==> config.mk <==
export PLATFORM = sky130hd
export DESIGN_NAME = frame_duration_sequencer_top
export DESIGN_NICKNAME = d
export VERILOG_FILES = /design/src/rtl/fds_pkg.sv /design/src/rtl/fds_dur_ram.sv /design/src/rtl/fds_seq_ctrl.sv /design/src/rtl/frame_duration_sequencer_top.sv
export SDC_FILE = /design/constraint.sdc
export NUM_CORES = 1
export LEC_CHECK = 0
export BUFFER_PORTS_ARGS = -buffer_cell sky130_fd_sc_hd__buf_4
export CAP_MARGIN = 5
export CORE_ASPECT_RATIO = 0.75
export CORE_MARGIN = 10
export CORE_UTILIZATION = 50
export CTS_BUF_LIST = sky130_fd_sc_hd__clkbuf_16
export DETAILED_ROUTE_END_ITERATION = 16
export PLACE_DENSITY = 0.66
export SYNTH_ARGS = -nofsm -noshare
export SYNTH_HDL_FRONTEND = slang
export SYNTH_SLANG_ARGS = --single-unit
==> constraint.sdc <==
create_clock -name aclk -period 3.9 [get_ports aclk]
set_input_delay 0.585 -clock aclk [delete_from_list [all_inputs] [get_ports aclk]]
set_output_delay 0.585 -clock aclk [all_outputs]
set_load 0.05 [all_outputs]
==> src/rtl/fds_pkg.sv <==
// ----------------------------------------------------------------------------
// fds_pkg
// Shared types and codes for the frame duration sequencer.
// ----------------------------------------------------------------------------
package fds_pkg;

    localparam int DUR_W   = 16;
    localparam int FIDX_W  = 6;
    localparam int FCNT_W  = 7;
    localparam int MODE_W  = 2;
    localparam int TABLE_LIM = 64;

    localparam logic [MODE_W-1:0] MODE_TICK    = 2'd0;
    localparam logic [MODE_W-1:0] MODE_WRITE   = 2'd1;
    localparam logic [MODE_W-1:0] MODE_RESTART = 2'd2;

    localparam logic REG_LOOP_ENABLE = 1'b0;
    localparam logic REG_FRAME_COUNT = 1'b1;

    typedef enum logic [1:0] {
        ST_IDLE,
        ST_READ,
        ST_EVAL,
        ST_EMIT
    } fds_state_t;

    typedef struct packed {
        logic              loop_enable;
        logic [FCNT_W-1:0] frame_count;
    } fds_cfg_t;

    typedef struct packed {
        logic              done_res;
        logic [DUR_W-1:0]  time_in_frame;
        logic [FIDX_W-1:0] frame_now;
    } fds_result_t;

endpackage

==> src/rtl/fds_dur_ram.sv <==
// ----------------------------------------------------------------------------
// fds_dur_ram
// Duration table: one write port, one registered read port.
// ----------------------------------------------------------------------------
module fds_dur_ram
    import fds_pkg::*;
#(
    parameter int DEPTH = 64,
    parameter int AW    = 6
) (
    input  logic             aclk,
    input  logic             wr_en,
    input  logic [AW-1:0]    wr_addr,
    input  logic [DUR_W-1:0] wr_data,
    input  logic             rd_en,
    input  logic [AW-1:0]    rd_addr,
    output logic [DUR_W-1:0] rd_data
);

    logic [DUR_W-1:0] mem [0:DEPTH-1];
    logic [DUR_W-1:0] rd_data_reg;

    always_ff @(posedge aclk) begin
        if (wr_en) begin
            mem[wr_addr] <= wr_data;
        end
    end

    always_ff @(posedge aclk) begin
        if (rd_en) begin
            rd_data_reg <= mem[rd_addr];
        end
    end

    assign rd_data = rd_data_reg;

endmodule

==> src/rtl/fds_seq_ctrl.sv <==
// ----------------------------------------------------------------------------
// fds_seq_ctrl
// Sequencer control: decodes items, walks the duration table one frame a read.
// ----------------------------------------------------------------------------
module fds_seq_ctrl
    import fds_pkg::*;
#(
    parameter int MAX_FRAMES = 64,
    parameter int AW         = 6
) (
    input  logic              aclk,
    input  logic              aresetn,
    input  logic              s_tvalid,
    output logic              s_tready,
    input  logic [MODE_W-1:0] s_mode,
    input  logic [FIDX_W-1:0] s_frame_index,
    input  logic [DUR_W-1:0]  s_frame_dur,
    input  logic [DUR_W-1:0]  s_dt_ms,
    input  fds_cfg_t          cfg,
    input  logic              out_free,
    output logic              res_load,
    output fds_result_t       res,
    output logic              ram_wr_en,
    output logic [AW-1:0]     ram_wr_addr,
    output logic [DUR_W-1:0]  ram_wr_data,
    output logic              ram_rd_en,
    output logic [AW-1:0]     ram_rd_addr,
    input  logic [DUR_W-1:0]  ram_rd_data
);

    localparam int LIM = (MAX_FRAMES < TABLE_LIM) ? MAX_FRAMES : TABLE_LIM;
    localparam int IW  = ((AW > FIDX_W) ? AW : FIDX_W) + 1;

    fds_state_t        state_reg, state_next;
    logic [FIDX_W-1:0] idx_reg, idx_next;
    logic [DUR_W-1:0]  elapsed_reg, elapsed_next;
    logic [DUR_W-1:0]  rem_reg, rem_next;
    logic              fin_reg, fin_next;

    logic [FCNT_W-1:0] n_use;
    logic [FCNT_W-1:0] n_last;
    logic              accept;
    logic [IW-1:0]     wr_idx_ext;
    logic [IW-1:0]     rd_idx_ext;

    logic [DUR_W-1:0]  dur;
    logic [DUR_W:0]    sum;
    logic [FCNT_W-1:0] idx_inc;

    logic              acc_fin;
    logic              acc_go;
    logic              ev_stop;

    assign n_use  = (cfg.frame_count > FCNT_W'(LIM)) ? FCNT_W'(LIM) : cfg.frame_count;
    assign n_last = n_use - FCNT_W'(1);
    assign accept = s_tvalid && s_tready;

    assign wr_idx_ext  = IW'(s_frame_index);
    assign rd_idx_ext  = IW'(idx_reg);
    assign ram_wr_addr = wr_idx_ext[AW-1:0];
    assign ram_wr_data = (s_frame_dur == '0) ? DUR_W'(1) : s_frame_dur;
    assign ram_rd_addr = rd_idx_ext[AW-1:0];

    assign dur     = (ram_rd_data == '0) ? DUR_W'(1) : ram_rd_data;
    assign sum     = {1'b0, elapsed_reg} + {1'b0, rem_reg};
    assign idx_inc = {1'b0, idx_reg} + FCNT_W'(1);

    assign acc_fin = fin_reg || (n_use == '0);
    assign acc_go  = !acc_fin && (s_dt_ms != '0);

    // Datapath step
    always_comb begin
        idx_next     = idx_reg;
        elapsed_next = elapsed_reg;
        rem_next     = rem_reg;
        fin_next     = fin_reg;
        ev_stop      = 1'b0;
        case (state_reg)
            ST_IDLE: begin
                if (accept) begin
                    case (s_mode)
                        MODE_TICK: begin
                            if (acc_fin) begin
                                fin_next = 1'b1;
                            end else begin
                                if ({1'b0, idx_reg} >= n_use) begin
                                    idx_next = n_last[FIDX_W-1:0];
                                end
                                rem_next = s_dt_ms;
                            end
                        end
                        MODE_RESTART: begin
                            idx_next     = '0;
                            elapsed_next = '0;
                            fin_next     = 1'b0;
                        end
                        default: begin
                        end
                    endcase
                end
            end
            ST_EVAL: begin
                if (sum < {1'b0, dur}) begin
                    elapsed_next = sum[DUR_W-1:0];
                    rem_next     = '0;
                    ev_stop      = 1'b1;
                end else begin
                    if (elapsed_reg < dur) begin
                        rem_next = rem_reg - (dur - elapsed_reg);
                    end
                    elapsed_next = '0;
                    if (idx_inc >= n_use) begin
                        if (cfg.loop_enable) begin
                            idx_next = '0;
                        end else begin
                            idx_next = n_last[FIDX_W-1:0];
                            fin_next = 1'b1;
                        end
                    end else begin
                        idx_next = idx_inc[FIDX_W-1:0];
                    end
                    ev_stop = (rem_next == '0) || fin_next;
                end
            end
            default: begin
            end
        endcase
    end

    // Next state
    always_comb begin
        state_next = state_reg;
        case (state_reg)
            ST_IDLE: begin
                if (accept) begin
                    if ((s_mode == MODE_TICK) && acc_go) begin
                        state_next = ST_READ;
                    end else begin
                        state_next = ST_EMIT;
                    end
                end
            end
            ST_READ: begin
                state_next = ST_EVAL;
            end
            ST_EVAL: begin
                state_next = ev_stop ? ST_EMIT : ST_READ;
            end
            ST_EMIT: begin
                if (out_free) begin
                    state_next = ST_IDLE;
                end
            end
            default: begin
                state_next = ST_IDLE;
            end
        endcase
    end

    // Outputs
    always_comb begin
        s_tready  = 1'b0;
        ram_wr_en = 1'b0;
        ram_rd_en = 1'b0;
        res_load  = 1'b0;
        case (state_reg)
            ST_IDLE: begin
                s_tready  = 1'b1;
                ram_wr_en = s_tvalid && (s_mode == MODE_WRITE)
                            && (wr_idx_ext < IW'(MAX_FRAMES));
            end
            ST_READ: begin
                ram_rd_en = 1'b1;
            end
            ST_EMIT: begin
                res_load = out_free;
            end
            default: begin
            end
        endcase
    end

    assign res.frame_now     = idx_reg;
    assign res.time_in_frame = elapsed_reg;
    assign res.done_res      = fin_reg;

    always_ff @(posedge aclk) begin
        if (!aresetn) begin
            state_reg   <= ST_IDLE;
            idx_reg     <= '0;
            elapsed_reg <= '0;
            fin_reg     <= 1'b0;
        end else begin
            state_reg   <= state_next;
            idx_reg     <= idx_next;
            elapsed_reg <= elapsed_next;
            fin_reg     <= fin_next;
        end
    end

    always_ff @(posedge aclk) begin
        rem_reg <= rem_next;
    end

endmodule

==> src/rtl/frame_duration_sequencer_top.sv <==
// ----------------------------------------------------------------------------
// frame_duration_sequencer_top
// Frame duration sequencer with stream ports and a register write port.
// ----------------------------------------------------------------------------
// Every item gives one result: the current frame, the time spent in it and
// the finished flag after the item. Write, restart and unknown items present
// their result 1 cycle after acceptance and the next item can be taken one
// cycle after that; a tick passes through a READ and then an EVAL state for
// each duration table read it needs (one per frame it enters or ends, at
// least one for a non-zero tick that is not already finished) before it
// presents its result, and then the next item can be taken. The table read
// is registered, hence the READ state before each EVAL. One item is worked on
// at a time; a result waiting in the output register does not stop the next
// item being taken, but that item's result waits until the register is free.
// Table entries are undefined until written.
module frame_duration_sequencer_top
    import fds_pkg::*;
#(
    parameter int MAX_FRAMES = 64
) (
    input  logic        aclk,
    input  logic        aresetn,
    input  logic        s_tvalid,
    output logic        s_tready,
    input  logic [39:0] s_tdata,   // frame_index[5:0], frame_dur[21:6], dt_ms[37:22]
    input  logic [1:0]  s_tuser,   // mode[1:0]
    output logic        m_tvalid,
    input  logic        m_tready,
    output logic [23:0] m_tdata,   // frame_now[5:0], time_in_frame[21:6], done_res[22]
    input  logic        cfg_we,
    input  logic        cfg_index,
    input  logic [6:0]  cfg_wdata
);

    localparam int AW = (MAX_FRAMES > 1) ? $clog2(MAX_FRAMES) : 1;

    fds_cfg_t         cfg_reg;
    fds_result_t      res;
    logic             res_load;
    logic             out_free;
    logic             m_tvalid_reg;
    logic [23:0]      m_tdata_reg;

    logic             ram_wr_en;
    logic [AW-1:0]    ram_wr_addr;
    logic [DUR_W-1:0] ram_wr_data;
    logic             ram_rd_en;
    logic [AW-1:0]    ram_rd_addr;
    logic [DUR_W-1:0] ram_rd_data;

    always_ff @(posedge aclk) begin
        if (!aresetn) begin
            cfg_reg.loop_enable <= 1'b1;
            cfg_reg.frame_count <= FCNT_W'(1);
        end else if (cfg_we) begin
            case (cfg_index)
                REG_LOOP_ENABLE: cfg_reg.loop_enable <= cfg_wdata[0];
                REG_FRAME_COUNT: cfg_reg.frame_count <= cfg_wdata;
                default: begin
                end
            endcase
        end
    end

    assign out_free = !m_tvalid_reg || m_tready;

    fds_seq_ctrl #(
        .MAX_FRAMES (MAX_FRAMES),
        .AW         (AW)
    ) u_ctrl (
        .aclk          (aclk),
        .aresetn       (aresetn),
        .s_tvalid      (s_tvalid),
        .s_tready      (s_tready),
        .s_mode        (s_tuser),
        .s_frame_index (s_tdata[5:0]),
        .s_frame_dur   (s_tdata[21:6]),
        .s_dt_ms       (s_tdata[37:22]),
        .cfg           (cfg_reg),
        .out_free      (out_free),
        .res_load      (res_load),
        .res           (res),
        .ram_wr_en     (ram_wr_en),
        .ram_wr_addr   (ram_wr_addr),
        .ram_wr_data   (ram_wr_data),
        .ram_rd_en     (ram_rd_en),
        .ram_rd_addr   (ram_rd_addr),
        .ram_rd_data   (ram_rd_data)
    );

    fds_dur_ram #(
        .DEPTH (MAX_FRAMES),
        .AW    (AW)
    ) u_ram (
        .aclk    (aclk),
        .wr_en   (ram_wr_en),
        .wr_addr (ram_wr_addr),
        .wr_data (ram_wr_data),
        .rd_en   (ram_rd_en),
        .rd_addr (ram_rd_addr),
        .rd_data (ram_rd_data)
    );

    // Hold the result until taken
    always_ff @(posedge aclk) begin
        if (!aresetn) begin
            m_tvalid_reg <= 1'b0;
        end else if (res_load) begin
            m_tvalid_reg <= 1'b1;
        end else if (m_tready) begin
            m_tvalid_reg <= 1'b0;
        end
    end

    always_ff @(posedge aclk) begin
        if (res_load) begin
            m_tdata_reg <= {1'b0, res.done_res, res.time_in_frame, res.frame_now};
        end
    end

    assign m_tvalid = m_tvalid_reg;
    assign m_tdata  = m_tdata_reg;

endmodule

==> run summary <==
==========================================================================================
Internal Power                                                                    0.0213 W
Synthesized instance count                                                           2,290
Tightest Pin Transition                                                            1.27 ns
Number of DRC violations after detailed-routing iteration 0                          2,928
Clock Power Share                                                                    0.350
Routed WL                                                                       110,000 um
Synth warn                                                                               0
Placeable core region                                                         91,300 sq um
Final Core Density                                                                   0.578
Number of storage elements in the synthesis netlist                                  1,113
Clock tree root driver cell                                                      clkbuf_16
Top achievable clock speed                                                         230 MHz
Reported leakage power                                                             17.2 nW
Type of the tightest min-delay check                                                in2reg
First-pass GRT wire length                                                      162,000 um
Number of maximum-capacitance violations                                                 0
Async SR Flop Fraction                                                                   0
Core Rows                                                                               96
Post-synth EDFFs                                                                     1,079
Final HPWL DP                                                                    68,500 um
Min-Delay Startpoint                                                          cfg_wdata[0]
Die height                                                                          283 um
Mean cell area of the mapped netlist                                            20.1 sq um
Post-Synthesis Net Count                                                             2,439
Number of cells in the finished layout apart from fillers                            3,848
Area enclosed by the die boundary                                             105,000 sq um
Violations in the final reports                                               negative setup slack
Sequential share of the synthesized area                                             0.720
GRT Resource Usage Total                                                             0.211
Sum of overflow across all layers after global routing                                   0
Antenna violations before repair                                                         8
Post-detailed-route DRC marker count                                                     0
Ys flop type                                                                      edfxtp_1
Required time at the worst-slack endpoint                                          4.47 ns
Worst r2r path cells                                                                    24
Internal reg-to-reg setup slack                                                   -0.46 ns
Max FO, Critical Path                                                                    9
Maximum vdd ir drop                                                             0.000445 V
Max Transition Viols Final                                                               0
Wire length per cell after detailed routing                                        28.6 um
Maximum buffer depth of the clock tree                                                   3
Startpoint Class                                                                      flop
Source of the worst register-to-register timing path                          u_ctrl.rem_reg[2]
Net switching power of the design                                                0.00748 W
Final setup violation count                                                             40
Clock edge transition at the registers on the reported setup and hold paths        0.07 ns
Number of buffers created by CTS                                                       104
Pwr Density                                                                    546 nW/um^2
Part of the power in registers                                                       0.467
Die X                                                                               370 um
WHS Path Cells                                                                           3
Layout overhead on the synthesized area                                              14.7%
Clock Skew                                                                       0.0215 ns
Crit Path Class                                                                    reg2reg
RSZ-0062 raised after global routing                                                   yes
Total number of nets in the final design                                             2,686
Starting utilization of the core area                                                0.504
Total number of clock tree sinks                                                     1,113
Number of search-and-repair iterations in the first detailed-routing pass                6
Endpoint of the worst register-to-register path                               u_ctrl.state_reg[1]
Worst slew slack as a fraction of its limit                                          0.151
Total negative slack                                                             -13.36 ns
Hold violation count in the final report                                                 0
Post-synthesis instance area                                                  46,000 sq um
Kind of capture point of the worst setup path                                         flop
Detailed-route vias per instance                                                      6.14
Count of placed standard cells including taps                                        3,639
Largest register FFs                                                                 1,024
Clock tree from TritonCTS                                                            built
Post-cts hold buffer count                                                               0
Vias after detailed routing                                                         23,600
H-tree depth reported by CTS                                                             3
Combinational group share of total power                                             0.183
Period minus WS final                                                              4.36 ns
Number of top-level pins                                                                81
Count of antenna-violating nets left after detailed routing                              0
Number of port buffers                                                                  77
Worst Hold Endpoint                                                             cfg_reg[7]
Clock latency reported for the late side of the worst-skew pair                    0.68 ns
Final cycle utilization of the critical path                                          1.12
Final weighted congestion in routability-driven placement                            0.860
DP Worst Slack                                                                   -0.720 ns
Min setup slack post-route                                                       -0.456 ns
Worst setup path start                                                        u_ctrl.rem_reg[2]
Pin count of the biggest net entering global routing                                    66
Vias in the first global route                                                      23,600
Distinct cells, synth                                                                   72
Worst endpoint data arrival time                                                   4.92 ns
Net switching fraction of the power                                                  0.260
Fraction of layout cells with a size suffix above 1                                  0.311
Outcome                                                                       complete, but fails checks
==========================================================================================
## power by group through the flow
stage | registers, W | clock network [W] | logic, W
3_5_place_dp | 0.0137 | 0 | 0.00502
3_3_place_gp | 0.0137 | 0 | 0.00497
2_1_floorplan | 0.0137 | 0 | 0.00330
4_1_cts | 0.0135 | 0.0102 | 0.00516
5_1_grt | 0.0135 | 0.0107 | 0.00569
6_report | 0.0135 | 0.0101 | 0.00527
## metal layers
layer | global-route usage | vias up | wire length, um | part of all wire
met1 | 0.322 | 12500 | 48500 | 0.44
li1 | - | 9857 | - | -
met3 | 0.0429 | 165 | 9690 | 0.088
met2 | 0.311 | 1058 | 49400 | 0.45
met5 | 0 | - | 46 | 0.00042
met4 | 0.0492 | 6 | 2260 | 0.021
## worst max-delay path, cell delays in order, from the launching register on
cell      delay [ns]
edfxtp_1        0.39
ha_1            0.38
a21oi_2         0.10
buf_4           0.14
buf_4           0.12
buf_4           0.13
buf_4           0.13
buf_4           0.12
buf_4           0.12
buf_4           0.12
buf_4           0.12
buf_4           0.12
buf_4           0.12
o21bai_1        0.16
xnor2_1         0.14
ha_1            0.30
nor2b_1         0.13
o21ai_1         0.11
a311o_1         0.35
and3_4          0.21
buf_6           0.13
buf_6           0.15
o41ai_4         0.21
buf_4           0.17
o31ai_2         0.05
## Yosys cell counts (3+ instances only)
library cell,number,area share
a22oi_1,14,0.0023
a211oi_1,7,0.0011
fa_1,16,0.0070
and3_1,7,0.00095
nand3b_1,4,0.00065
mux2i_1,20,0.0044
nor2b_1,24,0.0033
inv_1,95,0.0078
nand4_1,3,0.00041
o21ai_0,16,0.0017
buf_4,7,0.0011
o21a_1,8,0.0013
o211ai_1,4,0.00065
a21boi_0,7,0.0011
buf_6,4,0.00098
clkbuf_1,85,0.0069
nand3_1,31,0.0034
nor2_1,101,0.0082
dfxtp_1,34,0.015
edfxtp_1,1079,0.70
o41ai_1,3,0.00057
a211o_1,4,0.00076
buf_1,19,0.0016
nand2b_1,5,0.00068
xor2_1,11,0.0021
a31oi_1,3,0.00041
a21oi_1,32,0.0035
ha_1,78,0.021
mux4_2,336,0.16
or2_2,4,0.00054
buf_2,18,0.0020
nor3_1,17,0.0019
o21bai_1,3,0.00049
xnor2_1,23,0.0044
o31ai_1,13,0.0021
nor4_1,13,0.0018
o211a_1,3,0.00065
nand2_1,79,0.0064
a21o_1,13,0.0021
o32ai_1,6,0.0011
## cells in the final DEF, fill, tap and decap left out, types with 29 or more instances in the layout
cell / n
nand3_1: 31
clkbuf_16: 107
dfxtp_1: 30
clkinv_2: 31
nand2_1: 79
ha_1: 77
edfxtp_1: 1079
inv_1: 110
a21oi_1: 29
nor2_1: 100
mux4_2: 336
buf_4: 256
## logic make-up after synthesis
| family | count (synthesis) | synth area share |
|---|---|---|
| mux | 356 | 0.169 |
| xor+xnor | 34 | 0.00648 |
| other cells | 1 | 0.0000816 |
| compound gates | 167 | 0.0267 |
| flops | 1113 | 0.720 |
| buf+inv | 228 | 0.0203 |
| fa+ha+maj | 94 | 0.0282 |
| simple gates | 297 | 0.0297 |
## per-stage QoR
| step | area, sq um | power, W | hold slack [ns] |
|---|---|---|---|
| final | 52700 | 0.0288 | 0.128 |
| after global routing | 52700 | 0.0299 | 0.133 |
| after CTS | 52600 | 0.0289 | 0.0942 |
| after detailed placement | 49100 | 0.0187 | 0.483 |
| after global placement | 49100 | 0.0187 | 0.480 |
| after floorplan | 46000 | 0.0170 | 0.435 |
## final cells by class
type / count / area (sq um)
inverters: 95 / 357
flip-flops and latches: 1113 / 33100
well taps: 1225 / 1530
fillers: 6762 / 38600
repair buffers: 274 / 2240
clock inverters: 83 / 716
multi-input cells: 949 / 12100
clock buffers: 107 / 2680
diodes: 2 / 5.00
## repair_timing
| item | 4_1_cts | 5_1_grt |
|---|---|---|
| cloned | 0 | 1 |
| endpoints found under the setup margin | 40 | 40 |
| setup buffers | 13 | 3 |
| gates resized for setup | 15 | 16 |
| pin swaps | 20 | 2 |
## worst max path at each step
stage                                        end  slack, ns  depth (start not counted)
final                        u_ctrl.state_reg[1]      -0.46                         24
after floorplan           u_ctrl.elapsed_reg[10]      -0.13                         22
after detailed placement     u_ctrl.state_reg[1]      -0.72                         20
after CTS                  u_ctrl.ram_rd_addr[0]      -0.38                         20
after global routing         u_ctrl.state_reg[1]      -0.58                         25
after global placement       u_ctrl.state_reg[1]      -0.63                         20
No activity file was read; power rests on OpenSTA's default activity.
